File: config.mk
export PLATFORM = sky130hd
export DESIGN_NAME = quadrature_detent_decoder
export DESIGN_NICKNAME = d
export VERILOG_FILES = /design/src/rtl/qdd_pkg.sv /design/src/rtl/qdd_fifo.sv /design/src/rtl/qdd_front.sv /design/src/rtl/qdd_back.sv /design/src/rtl/quadrature_detent_decoder.sv
export SDC_FILE = /design/constraint.sdc
export NUM_CORES = 1
export LEC_CHECK = 0
export ABC_AREA = 0
export CORE_ASPECT_RATIO = 0.9
export CORE_UTILIZATION = 55
export CTS_CLUSTER_DIAMETER = 200
export DETAILED_ROUTE_END_ITERATION = 8
export DONT_BUFFER_PORTS = 1
export HOLD_SLACK_MARGIN = 0.1
export PLACE_DENSITY = 0.84
export SLEW_MARGIN = 0
export SYNTH_ARGS = -nofsm -noshare
export SYNTH_HDL_FRONTEND = slang
export SYNTH_HIERARCHICAL = 1
export SYNTH_SLANG_ARGS = --single-unit
File: constraint.sdc
create_clock -name clk -period 4.6 [get_ports clk]
set_input_delay 0.92 -clock clk [delete_from_list [all_inputs] [get_ports clk]]
set_output_delay 0.92 -clock clk [all_outputs]
set_load 0.01 [all_outputs]
File: src/rtl/qdd_pkg.sv
package qdd_pkg;

    localparam int QUEUE_DEPTH    = 4;
    localparam int QUEUE_PTR_BITS = $clog2(QUEUE_DEPTH);
    localparam int QUEUE_CNT_BITS = $clog2(QUEUE_DEPTH + 1);

    localparam int DEBOUNCE_BITS = 20;
    localparam int DETENT_BITS   = 7;
    localparam int COUNT_BITS    = 8;

    localparam logic [DEBOUNCE_BITS-1:0] DEBOUNCE_RESET = 20'd10000;
    localparam logic [DETENT_BITS-1:0]   DETENT_RESET   = 7'd4;

    localparam logic [15:0] STEP_CW_MAP  = 16'h2814;
    localparam logic [15:0] STEP_CCW_MAP = 16'h4182;

    localparam logic REG_DEBOUNCE = 1'b0;
    localparam logic REG_DETENT   = 1'b1;

    localparam logic KIND_ROTATION = 1'b0;
    localparam logic KIND_BUTTON   = 1'b1;

    typedef struct packed {
        logic rot_valid;
        logic rot_ccw;
        logic btn_valid;
        logic btn_pressed;
    } qdd_entry_t;

    typedef struct packed {
        logic event_kind;
        logic turn_ccw;
        logic pressed;
        logic final_event;
    } qdd_word_t;

endpackage

File: src/rtl/qdd_fifo.sv
module qdd_fifo (
    input  logic               clk,
    input  logic               rst_n,
    input  logic               push,
    input  qdd_pkg::qdd_entry_t push_entry,
    input  logic               pop,
    output qdd_pkg::qdd_entry_t head,
    output logic               empty,
    output logic               full
);
    import qdd_pkg::*;

    qdd_entry_t                mem_reg [QUEUE_DEPTH];
    logic [QUEUE_PTR_BITS-1:0] wr_ptr_reg;
    logic [QUEUE_PTR_BITS-1:0] wr_ptr_next;
    logic [QUEUE_PTR_BITS-1:0] rd_ptr_reg;
    logic [QUEUE_PTR_BITS-1:0] rd_ptr_next;
    logic [QUEUE_CNT_BITS-1:0] count_reg;
    logic [QUEUE_CNT_BITS-1:0] count_next;
    logic                      do_push;
    logic                      do_pop;

    assign empty   = (count_reg == '0);
    assign full    = (count_reg == QUEUE_CNT_BITS'(QUEUE_DEPTH));
    assign head    = mem_reg[rd_ptr_reg];
    assign do_push = push && !full;
    assign do_pop  = pop && !empty;

    always_comb
    begin
        wr_ptr_next = do_push ? wr_ptr_reg + 1'b1 : wr_ptr_reg;
        rd_ptr_next = do_pop ? rd_ptr_reg + 1'b1 : rd_ptr_reg;
        count_next  = count_reg;
        if (do_push && !do_pop)
        begin
            count_next = count_reg + 1'b1;
        end
        else if (do_pop && !do_push)
        begin
            count_next = count_reg - 1'b1;
        end
    end

    always_ff @(posedge clk or negedge rst_n)
    begin
        if (!rst_n)
        begin
            wr_ptr_reg <= '0;
            rd_ptr_reg <= '0;
            count_reg  <= '0;
        end
        else
        begin
            wr_ptr_reg <= wr_ptr_next;
            rd_ptr_reg <= rd_ptr_next;
            count_reg  <= count_next;
        end
    end

    always_ff @(posedge clk)
    begin
        if (do_push)
        begin
            mem_reg[wr_ptr_reg] <= push_entry;
        end
    end

endmodule

File: src/rtl/qdd_front.sv
module qdd_front #(
    parameter int TIME_BITS = 48
) (
    input  logic                                clk,
    input  logic                                rst_n,
    input  logic                                accept,
    input  logic                                line_a,
    input  logic                                line_b,
    input  logic                                button_level,
    input  logic [TIME_BITS-1:0]                now_us,
    input  logic [qdd_pkg::DEBOUNCE_BITS-1:0]   debounce_time,
    input  logic [qdd_pkg::DETENT_BITS-1:0]     detent_steps,
    output logic                                push,
    output qdd_pkg::qdd_entry_t                 push_entry
);
    import qdd_pkg::*;

    logic                         prev_a_reg;
    logic                         prev_b_reg;
    logic                         prev_button_reg;
    logic signed [COUNT_BITS-1:0] step_count_reg;
    logic signed [COUNT_BITS-1:0] step_count_next;
    logic [TIME_BITS-1:0]         last_change_reg;

    logic [3:0]                   table_idx;
    logic                         step_cw;
    logic                         step_ccw;
    logic signed [COUNT_BITS-1:0] count_sum;
    logic [COUNT_BITS-1:0]        count_mag;
    logic                         detent_hit;
    logic                         btn_change;
    logic [TIME_BITS-1:0]         elapsed;
    logic                         btn_event;

    always_comb
    begin
        table_idx = {prev_b_reg, prev_a_reg, line_b, line_a};
        step_cw   = STEP_CW_MAP[table_idx];
        step_ccw  = STEP_CCW_MAP[table_idx];
        count_sum = step_count_reg;
        if (step_cw)
        begin
            count_sum = step_count_reg + COUNT_BITS'(1);
        end
        else if (step_ccw)
        begin
            count_sum = step_count_reg - COUNT_BITS'(1);
        end
        count_mag  = count_sum[COUNT_BITS-1] ? COUNT_BITS'(-count_sum) : COUNT_BITS'(count_sum);
        detent_hit = (step_cw || step_ccw)
                     && (count_mag >= COUNT_BITS'(detent_steps));
        step_count_next = detent_hit ? '0 : count_sum;

        btn_change = (button_level != prev_button_reg);
        elapsed    = now_us - last_change_reg;
        btn_event  = btn_change && (elapsed > TIME_BITS'(debounce_time));

        push                   = accept && (detent_hit || btn_event);
        push_entry.rot_valid   = detent_hit;
        push_entry.rot_ccw     = count_sum[COUNT_BITS-1];
        push_entry.btn_valid   = btn_event;
        push_entry.btn_pressed = !button_level;
    end

    always_ff @(posedge clk or negedge rst_n)
    begin
        if (!rst_n)
        begin
            prev_a_reg      <= 1'b1;
            prev_b_reg      <= 1'b1;
            prev_button_reg <= 1'b1;
            step_count_reg  <= '0;
            last_change_reg <= '0;
        end
        else if (accept)
        begin
            prev_a_reg      <= line_a;
            prev_b_reg      <= line_b;
            prev_button_reg <= button_level;
            step_count_reg  <= step_count_next;
            if (btn_change)
            begin
                last_change_reg <= now_us;
            end
        end
    end

endmodule

File: src/rtl/qdd_back.sv
module qdd_back (
    input  logic                clk,
    input  logic                rst_n,
    input  qdd_pkg::qdd_entry_t head,
    input  logic                empty,
    output logic                pop,
    input  logic                word_ready,
    output logic                word_valid,
    output qdd_pkg::qdd_word_t  word
);
    import qdd_pkg::*;

    logic      out_valid_reg;
    logic      out_valid_next;
    qdd_word_t out_word_reg;
    qdd_word_t out_word_next;
    logic      pend_btn_reg;
    logic      pend_btn_next;
    logic      pend_pressed_reg;
    logic      pend_pressed_next;
    logic      load;

    assign word_valid = out_valid_reg;
    assign word       = out_word_reg;

    always_comb
    begin
        load              = !out_valid_reg || word_ready;
        pop               = 1'b0;
        out_valid_next    = out_valid_reg && !word_ready;
        out_word_next     = out_word_reg;
        pend_btn_next     = pend_btn_reg;
        pend_pressed_next = pend_pressed_reg;
        if (load)
        begin
            if (pend_btn_reg)
            begin
                out_valid_next            = 1'b1;
                out_word_next.event_kind  = KIND_BUTTON;
                out_word_next.turn_ccw    = 1'b0;
                out_word_next.pressed     = pend_pressed_reg;
                out_word_next.final_event = 1'b1;
                pend_btn_next             = 1'b0;
            end
            else if (!empty)
            begin
                pop            = 1'b1;
                out_valid_next = 1'b1;
                if (head.rot_valid)
                begin
                    out_word_next.event_kind  = KIND_ROTATION;
                    out_word_next.turn_ccw    = head.rot_ccw;
                    out_word_next.pressed     = 1'b0;
                    out_word_next.final_event = !head.btn_valid;
                    pend_btn_next             = head.btn_valid;
                    pend_pressed_next         = head.btn_pressed;
                end
                else
                begin
                    out_word_next.event_kind  = KIND_BUTTON;
                    out_word_next.turn_ccw    = 1'b0;
                    out_word_next.pressed     = head.btn_pressed;
                    out_word_next.final_event = 1'b1;
                end
            end
        end
    end

    always_ff @(posedge clk or negedge rst_n)
    begin
        if (!rst_n)
        begin
            out_valid_reg <= 1'b0;
            pend_btn_reg  <= 1'b0;
        end
        else
        begin
            out_valid_reg <= out_valid_next;
            pend_btn_reg  <= pend_btn_next;
        end
    end

    always_ff @(posedge clk)
    begin
        out_word_reg     <= out_word_next;
        pend_pressed_reg <= pend_pressed_next;
    end

endmodule

File: src/rtl/quadrature_detent_decoder.sv
// Quadrature encoder and push-button decoder.
// Sample channel: one word per sampling tick carrying line_a, line_b,
// button_level (low = pressed) and the microsecond timestamp now_us.
// A word is taken on any cycle with sample_valid and sample_ready high.
// Event channel: rotation events (event_kind 0, turn_ccw) and button
// events (event_kind 1, pressed); final_event marks the last event of a
// sample. A sample yields zero, one or two events, rotation first.
// Throughput: one sample per cycle while sample_ready is high; the event
// port moves one word per cycle while event_ready is high.
// Path: an event's sample is queued in the FIFO at the accepting edge,
// then the event is loaded into the output register once that register can load.
// When the event receiver stalls, the queue fills and sample_ready drops
// once four samples with events are waiting; event-free samples never
// enter the queue.
// Reset: lines A, B and the button read as high, step count and last
// button time clear, debounce_time = 10000 us and detent_steps = 4.
// APB registers: 0x0 debounce_time (20 bits), 0x4 detent_steps (7 bits).
module quadrature_detent_decoder #(
    parameter int TIME_BITS = 48
) (
    input  logic                 clk,
    input  logic                 rst_n,
    input  logic                 psel,
    input  logic                 penable,
    input  logic                 pwrite,
    input  logic [2:0]           paddr,
    input  logic [31:0]          pwdata,
    output logic [31:0]          prdata,
    output logic                 pready,
    input  logic                 sample_valid,
    output logic                 sample_ready,
    input  logic                 line_a,
    input  logic                 line_b,
    input  logic                 button_level,
    input  logic [TIME_BITS-1:0] now_us,
    output logic                 event_valid,
    input  logic                 event_ready,
    output logic                 event_kind,
    output logic                 turn_ccw,
    output logic                 pressed,
    output logic                 final_event
);
    import qdd_pkg::*;

    logic [DEBOUNCE_BITS-1:0] debounce_reg;
    logic [DETENT_BITS-1:0]   detent_reg;
    logic                     cfg_write;
    logic                     accept;
    logic                     push;
    qdd_entry_t               push_entry;
    logic                     pop;
    qdd_entry_t               head;
    logic                     empty;
    logic                     full;
    qdd_word_t                word;

    assign pready    = 1'b1;
    assign cfg_write = psel && penable && pwrite;

    always_comb
    begin
        unique case (paddr[2])
            REG_DEBOUNCE: prdata = 32'(debounce_reg);
            REG_DETENT:   prdata = 32'(detent_reg);
            default:      prdata = '0;
        endcase
    end

    always_ff @(posedge clk or negedge rst_n)
    begin
        if (!rst_n)
        begin
            debounce_reg <= DEBOUNCE_RESET;
            detent_reg   <= DETENT_RESET;
        end
        else if (cfg_write)
        begin
            if (paddr[2] == REG_DEBOUNCE)
            begin
                debounce_reg <= pwdata[DEBOUNCE_BITS-1:0];
            end
            else
            begin
                detent_reg <= pwdata[DETENT_BITS-1:0];
            end
        end
    end

    assign sample_ready = !full;
    assign accept       = sample_valid && sample_ready;

    qdd_front #(
        .TIME_BITS (TIME_BITS)
    ) u_front (
        .clk           (clk),
        .rst_n         (rst_n),
        .accept        (accept),
        .line_a        (line_a),
        .line_b        (line_b),
        .button_level  (button_level),
        .now_us        (now_us),
        .debounce_time (debounce_reg),
        .detent_steps  (detent_reg),
        .push          (push),
        .push_entry    (push_entry)
    );

    qdd_fifo u_fifo (
        .clk        (clk),
        .rst_n      (rst_n),
        .push       (push),
        .push_entry (push_entry),
        .pop        (pop),
        .head       (head),
        .empty      (empty),
        .full       (full)
    );

    qdd_back u_back (
        .clk        (clk),
        .rst_n      (rst_n),
        .head       (head),
        .empty      (empty),
        .pop        (pop),
        .word_ready (event_ready),
        .word_valid (event_valid),
        .word       (word)
    );

    assign event_kind  = word.event_kind;
    assign turn_ccw    = word.turn_ccw;
    assign pressed     = word.pressed;
    assign final_event = word.final_event;

endmodule
==> reports/results.txt, run 1 <==
Total detailed-routing wirelength: 23.71 mm
Synth cell types: 84
Register bit count reported by yosys: 116
Maximum number of pins on one net before global-route repair: 96
Total vias in the final route: 7,693
Clock net sink count: 116
Class of the most critical setup path: input port to flip-flop
Met3 Wirelength: 1.529 mm
Asr flop ratio synth: 81.90%
Post-detailed-placement half-perimeter wirelength: 17.00 mm
Amount of wire on met2 after detailed routing: 11.59 mm
Combinational share of power: 67.1%
Switching power: 4.068 mW
Core Box Area: 16,130 sq um
Layout Cells excl Fill: 1,297
Clock tree from TritonCTS: done
Total power density per cell area: 831.6 nW/um^2
Setup-violating endpoint count in the final report: 21
Number of buffers added to fix hold violations after cts: 0
Arrival time at the worst endpoint: 5440 ps
Proportion of layout cells with a drive suffix above 1: 31.74%
Register area share after synthesis: 33.36%
Setup TNS: -5987 ps
Cell-internal power: 5.180 mW
Area Overhead vs Synth: 22.86%
Final design area excluding fillers: 11,120 sq um
PnR worst setup slack: -528.0 ps
Placed standard-cell area: 10,210 sq um
Critical Path Source Type: input port
Clock-pin slew on the worst setup and hold paths: 60 ps
Endpoint type of the worst setup path: flip-flop
Root Buffer: sky130_fd_sc_hd__clkbuf_16
Final #Nets: 1,254
TritonRoute pass-1 iters: 5
Final weighted congestion in routability-driven placement: 0.9547
Final worst-path cycle share: 111.5%
DRC violations left: 0
Worst Skew: 6.553 ps
Syn avg cell area: 9.528 sq um
Latest clock arrival within the worst-skew pair: 430 ps
Fin crit period: 5128 ps
Number of antenna diodes: 0
Post-synth EDFFs: 21
Clock power frac: 13.5%
Sequential cell fraction of total power: 19.4%
Synth Instances: 950
Clock tree buffer depth: 2
Wire length of the first global-routing pass: 37.15 mm
DRC violation total after the first TritonRoute iteration: 521
Via count of the first global-routing pass: 7,754
WL met1: 9.877 mm
Top layer used by detailed routing: met4
Die ar.: 16,970 sq um
Cell count after placement: 1,252
Number of slew-limit violations in the final report: 0
Initial Utilization: 56.11%
CTS H-tree depth: 4
Height of the die: 123.7 um
Clock buffers created by TritonCTS: 17
Peak supply drop: 0.4358 mV
GRT Util Overall: 28.74%
Max-Slew Margin vs Limit: 18.46%
Measured slew at the worst slew-check pin: 1219 ps
Final Hold Fails: 0
Area of the mapped netlist: 9051 sq um
I/O Pins: 132
Reported max-cap violation count: 0
Via-per-instance ratio: 5.931
Kind of path behind the tightest hold check: input port to async pin
Count of port buffers added during placement: 0
Number of placement rows: 44
Leakage power figure: 5.144 nW
Failing checks: setup timing
Main synth FF type: sky130_fd_sc_hd__dfrtp_1
Critical Path Fanout Max: 3
Number of nets still failing antenna checks after routing: 0
Number of antenna violations at the first check in global routing: 0
Status: complete, but fails checks
Critical path required time: 4910 ps
Switching portion of total power: 43.99%
Wire per inst: 18.28 um
Warning count from the yosys run: 6
Die width: 137.2 um
Number of flip-flops in the largest register: 48
Final global-route overflow total: 0
Fmax: 195.0 MHz
Setup repair after global routing missed its margin: true
worst max-delay path: stages:
cell	delay, ps
sky130_fd_sc_hd__inv_12	30
sky130_fd_sc_hd__ha_4	130
sky130_fd_sc_hd__inv_2	30
sky130_fd_sc_hd__fa_2	360
sky130_fd_sc_hd__nand3_4	90
sky130_fd_sc_hd__a32oi_4	130
sky130_fd_sc_hd__buf_4	180
sky130_fd_sc_hd__a31oi_1	210
sky130_fd_sc_hd__xnor2_1	190
sky130_fd_sc_hd__ha_1	290
sky130_fd_sc_hd__nand3_1	150
sky130_fd_sc_hd__nor3_4	60
sky130_fd_sc_hd__a221o_1	360
sky130_fd_sc_hd__a2111oi_4	310
sky130_fd_sc_hd__o2bb2ai_2	90
sky130_fd_sc_hd__a211oi_2	160
sky130_fd_sc_hd__nand4_1	150
sky130_fd_sc_hd__nor4_4	380
sky130_fd_sc_hd__a31oi_1	150
sky130_fd_sc_hd__nor2b_4	160
sky130_fd_sc_hd__ha_4	170
sky130_fd_sc_hd__inv_2	40
sky130_fd_sc_hd__fa_2	410
sky130_fd_sc_hd__mux2_2	270
worst paths after layout:
path	startpoint	to	slack [ps]	depth (start not counted)
worst max register to register	u_front/last_change_reg[3]	u_fifo/count_reg[1]	-450	22
worst min register to register	u_fifo/count_reg[2]	u_fifo/count_reg[2]	500	1
max in group asynchronous	rst_n	debounce_reg[13]	4180	0
min in group clk	u_fifo/count_reg[2]	u_fifo/count_reg[2]	500	1
worst max-delay path	now_us[0]	u_fifo/count_reg[1]	-530	24
worst min-delay path	rst_n	u_front/step_count_reg[3]	180	0
cells in the final DEF (no fill, tap or decap), types with 7 or more instances in the layout:
cell,instances
sky130_fd_sc_hd__buf_4,129
sky130_fd_sc_hd__nand3_1,8
sky130_fd_sc_hd__clkbuf_16,17
sky130_fd_sc_hd__mux2_2,66
sky130_fd_sc_hd__dfstp_2,9
sky130_fd_sc_hd__o21a_1,9
sky130_fd_sc_hd__xor2_1,21
sky130_fd_sc_hd__nand2b_1,7
sky130_fd_sc_hd__a31oi_1,10
sky130_fd_sc_hd__nor2b_1,18
sky130_fd_sc_hd__ha_4,9
sky130_fd_sc_hd__o211ai_1,7
sky130_fd_sc_hd__edfxtp_1,21
sky130_fd_sc_hd__ha_1,72
sky130_fd_sc_hd__dfrtp_1,86
sky130_fd_sc_hd__xnor2_1,27
sky130_fd_sc_hd__conb_1,13
sky130_fd_sc_hd__nand4_1,15
sky130_fd_sc_hd__a21o_1,14
sky130_fd_sc_hd__inv_1,102
sky130_fd_sc_hd__o21ai_0,35
sky130_fd_sc_hd__a21oi_1,65
sky130_fd_sc_hd__nand2_1,67
sky130_fd_sc_hd__nor3_1,14
sky130_fd_sc_hd__nor2_1,47
sky130_fd_sc_hd__inv_6,7
sky130_fd_sc_hd__mux2_4,21
area by class of cell:
class	instances	area, sq um
clock buffers	17	425.4
well taps	207	259.0
fillers	1197	5010
flip-flops and latches	116	3019
clock inverters	15	120.1
multi-input cells	704	5882
inverters	106	412.9
repair buffers	132	1002
synthesized netlist by cell type (14+ instances only):
| master | n | area share (%) |
|---|---|---|
| sky130_fd_sc_hd__nor2b_1 | 18 | 1.2 |
| sky130_fd_sc_hd__nor3_1 | 17 | 0.94 |
| sky130_fd_sc_hd__buf_4 | 15 | 1.2 |
| sky130_fd_sc_hd__nand2_1 | 71 | 2.9 |
| sky130_fd_sc_hd__a21o_1 | 14 | 1.2 |
| sky130_fd_sc_hd__mux2_2 | 66 | 8.2 |
| sky130_fd_sc_hd__edfxtp_1 | 21 | 7.0 |
| sky130_fd_sc_hd__xnor2_1 | 28 | 2.7 |
| sky130_fd_sc_hd__nand4_1 | 15 | 1.0 |
| sky130_fd_sc_hd__xor2_1 | 24 | 2.3 |
| sky130_fd_sc_hd__ha_1 | 82 | 11 |
| sky130_fd_sc_hd__dfrtp_1 | 86 | 24 |
| sky130_fd_sc_hd__a21oi_1 | 70 | 3.9 |
| sky130_fd_sc_hd__o21ai_0 | 42 | 2.3 |
| sky130_fd_sc_hd__inv_1 | 106 | 4.4 |
| sky130_fd_sc_hd__mux2_4 | 21 | 3.5 |
| sky130_fd_sc_hd__nor2_1 | 47 | 1.9 |
logic make-up (layout without fill, tap and decap cells):
group                    Yosys count  after routing  share of synthesized area [%]
multiplexers                      92             92                          12.80
AND/OR/NAND/NOR                  238            238                          13.78
adder cells (fa/ha/maj)           84             84                          11.78
AO/OA/AOI/OAI                    225            225                          16.13
flip-flops                       116            116                          33.36
XOR/XNOR                          52             52                          5.032
buffers and inverters            141            270                          7.036
other                              2             13                        0.08297
stage by stage:
step           total power [mW]  setup slack, ps  utilization (%)  hold WS (ps)
6_report                  9.248           -528.0            68.94         183.7
5_1_grt                   9.867           -735.3            68.94         166.1
4_1_cts                   8.739           -471.5            67.59         165.1
3_5_place_dp              7.235            -1032            63.31         493.1
3_3_place_gp              6.995           -918.5            63.31         485.2
2_1_floorplan             5.463           -603.6                -         461.8
repair_timing:
item	CTS	global route
buffers inserted	9	4
setup endpoints to repair	21	21
gates resized for setup	17	35
pin swaps	20	20
power groups by stage:
stage	Clock [mW]	Combinational [mW]	Sequential (mW)
6_report	1.25	6.20	1.80
2_1_floorplan	0	3.75	1.71
3_5_place_dp	0	5.42	1.81
4_1_cts	1.26	5.68	1.80
5_1_grt	1.31	6.70	1.85
3_3_place_gp	0	5.22	1.77
layer usage:
| metal | vias to the layer above | global-route usage (%) |
|---|---|---|
| li1 | 3636 | - |
| met1 | 3721 | 34.51 |
| met2 | 271 | 49.62 |
| met3 | 65 | 7.367 |
| met4 | 0 | 10.65 |
| met5 | - | 0 |
Note: power is estimated with default switching activity, not from simulation.
==> inputs of run 2 (changes only) <==
PLACE_DENSITY = 0.81   (was 0.84)
clock period = 5.4 ns   (was 4.6 ns; I/O delays follow)
==> run 2 against run 1 <==
  * The run still ends with setup timing left
  * Largest power group unchanged
  * Sequential share of layout area increased by 1.1 points
  * Via count decreased by 5.2%
  * Design area decreased by 4.0%
  * Hold slack improved by 180 ps
  * Combinational power decreased by 24%
==> reports/results.txt, run 2 (synthesis results as in run 1) <==
Number of placement rows: 44
Area taken by flip-flops and latches: 3019 sq um
Count of port buffers added during placement: 0
Fmax: 182.3 MHz
Via count of the first global-routing pass: 6,898
Critical Path Fanout Max: 3
Number of antenna diodes: 0
Clock net sink count: 116
Core Box Area: 16,130 sq um
Proportion of layout cells with a drive suffix above 1: 28.20%
Worst path cell trace: ha_1 > a21oi_1 > o21ai_1 > buf_4 > a211oi_1 > buf_4 > o21bai_1 > xor2_1 > ha_1 > a21oi_2 > o21ai_4 > a2111oi_4 > o2bb2ai_1 > a211oi_2 > nand4_1 > nor4_4 > a31oi_1 > nor2b_2 > ha_2 > inv_2 > fa_2 > mux2_4
Clock tree buffer depth: 2
Most common cell after layout, fill and taps aside: sky130_fd_sc_hd__inv_1
Total vias in the final route: 7,294
Kind of path behind the tightest hold check: input port to async pin
Number of flip-flops in the largest register: 48
Latest clock arrival within the worst-skew pair: 420 ps
Area Overhead vs Synth: 17.94%
Class of the most critical setup path: input port to flip-flop
Height of the die: 123.7 um
Layout Cells excl Fill: 1,246
Die width: 137.2 um
Setup TNS: -86.69 ps
Minimum hold slack: 360.2 ps
Filler cell count: 1,272
Number of nets still failing antenna checks after routing: 0
WL met1: 9.487 mm
Final global-route overflow total: 0
R2R depth: 24
Worst Skew: 6.829 ps
Amount of wire on met2 after detailed routing: 10.47 mm
Measured slew at the worst slew-check pin: 1176 ps
Final weighted congestion in routability-driven placement: 0.9339
Peak supply drop: 0.3554 mV
Clock tree from TritonCTS: done
Die ar.: 16,970 sq um
Number of buffers added to fix hold violations after cts: 0
DRC violations left: 0
Status: complete, but fails checks
Number of antenna violations at the first check in global routing: 0
Stage delay of the slowest cell on the critical path: 430 ps
Endpoint type of the worst setup path: flip-flop
Critical Path Source Type: input port
Total detailed-routing wirelength: 21.58 mm
Initial Utilization: 56.11%
Arrival time at the worst endpoint: 5780 ps
Sequential cell fraction of total power: 20.5%
Clock buffers created by TritonCTS: 17
Cell with the largest stage delay on the worst path: sky130_fd_sc_hd__fa_2
CTS H-tree depth: 4
Cell count after placement: 1,204
Fin crit period: 5487 ps
TritonRoute pass-1 iters: 5
Worst reg2reg setup slack: 140 ps
Cell-internal power: 4.252 mW
Total power density per cell area: 695.9 nW/um^2
Reg2Reg Launch Point: u_front/last_change_reg[3]
Final Hold Fails: 0
Via-per-instance ratio: 5.854
Post-detailed-placement half-perimeter wirelength: 15.59 mm
Critical path required time: 5700 ps
Maximum number of pins on one net before global-route repair: 96
Wire length of the first global-routing pass: 33.27 mm
Root Buffer: sky130_fd_sc_hd__clkbuf_16
Number of slew-limit violations in the final report: 0
Setup-violating endpoint count in the final report: 1
Top layer used by detailed routing: met4
Leakage power figure: 4.874 nW
Setup repair after global routing missed its margin: true
End of the worst register-to-register path: u_fifo/count_reg[1]
GRT Util Overall: 25.41%
Max-Slew Margin vs Limit: 21.34%
Clock power frac: 15.7%
Commonest cells after routing, fill and taps aside: sky130_fd_sc_hd__inv_1 (102), sky130_fd_sc_hd__dfrtp_1 (86), sky130_fd_sc_hd__buf_4 (81)
DRC violation total after the first TritonRoute iteration: 509
Final #Nets: 1,203
Placement Setup Slack: -553.2 ps
Final Power: 7.429 mW
Combinational share of power: 63.8%
Failing checks: setup timing
Final worst-path cycle share: 101.6%
Multi-input logic area: 5768 sq um
Reported max-cap violation count: 0
Switching portion of total power: 42.76%
Worst setup path startpoint: now_us[6]
Switching power: 3.177 mW
Met3 Wirelength: 1.230 mm
PnR worst setup slack: -86.69 ps
Wire per inst: 17.32 um
I/O Pins: 132
Clock-pin slew on the worst setup and hold paths: 50 ps
==> run 2: cell types whose count changed in the layout (fill, tap and decap cells not counted), moves of 3 or more <==
cell and change:
sky130_fd_sc_hd__buf_4 -48, sky130_fd_sc_hd__inv_6 -7, sky130_fd_sc_hd__a21oi_2 +6, sky130_fd_sc_hd__and2_4 -5
sky130_fd_sc_hd__a21oi_1 -4, sky130_fd_sc_hd__and2_2 +4, sky130_fd_sc_hd__clkbuf_8 +4, sky130_fd_sc_hd__buf_6 -3
sky130_fd_sc_hd__bufinv_16 +3, sky130_fd_sc_hd__clkbuf_1 +3, sky130_fd_sc_hd__o21ai_1 +3, sky130_fd_sc_hd__o21ai_2 -3
==> run 2: worst max path at each step <==
stage                                endpoint  slack [ps]  cells past startpoint
final                     u_fifo/count_reg[1]         -90                     22
after global placement    u_fifo/count_reg[1]        -450                     26
after detailed placement  u_fifo/count_reg[1]        -550                     26
after global routing      u_fifo/count_reg[1]        -280                     24
after CTS                 u_fifo/count_reg[1]          10                     24
after floorplan           u_fifo/count_reg[1]         -60                     27
==> run 2: through the flow <==
step                area [sq um]  utilization [%]
finish                     10680            66.18
global placement            9742            60.39
floorplan                   9186                -
CTS                        10430            64.65
detailed placement          9742            60.39
global route               10680            66.18
==> run 2: repair_timing <==
item                       CTS  global route
resized for setup            8            43
setup endpoints to repair    1             2
pin swaps                    9            37
buffers inserted             3             7
==> run 2: routing by layer <==
layer	track usage [%]	vias up
li1	-	3535
met1	32.83	3506
met2	40.78	225
met3	6.105	28
met4	10.51	0
met5	0	-
==> run 2: power by group through the flow <==
stage	clock [mW]	sequential, mW	combinational, mW
after CTS	1.19	1.52	4.38
final	1.17	1.52	4.74
after floorplan	0	1.46	3.14
after global routing	1.23	1.57	5.18
after global placement	0	1.51	4.11
after detailed placement	0	1.53	4.24
==> run 2: cell type report <==
class | instances | share of cell area [%]
clock buffer | 24 | 4.606
clock inverter | 8 | 1.160
inverter | 106 | 3.797
multi-input combinational | 704 | 54.03
sequential | 116 | 28.28
tap | 207 | 2.426
timing repair buffer | 81 | 5.696
==> run 2: worst max-delay path, delay by kind of cell <==
kind	cells	cell delay, ps
buffers and inverters	3	360
AOI/OAI and AO/OA	10	1820
adders and majority gates	4	1270
muxes	1	270
xor gates and xnor gates	1	250
and+or+nand+nor	3	730
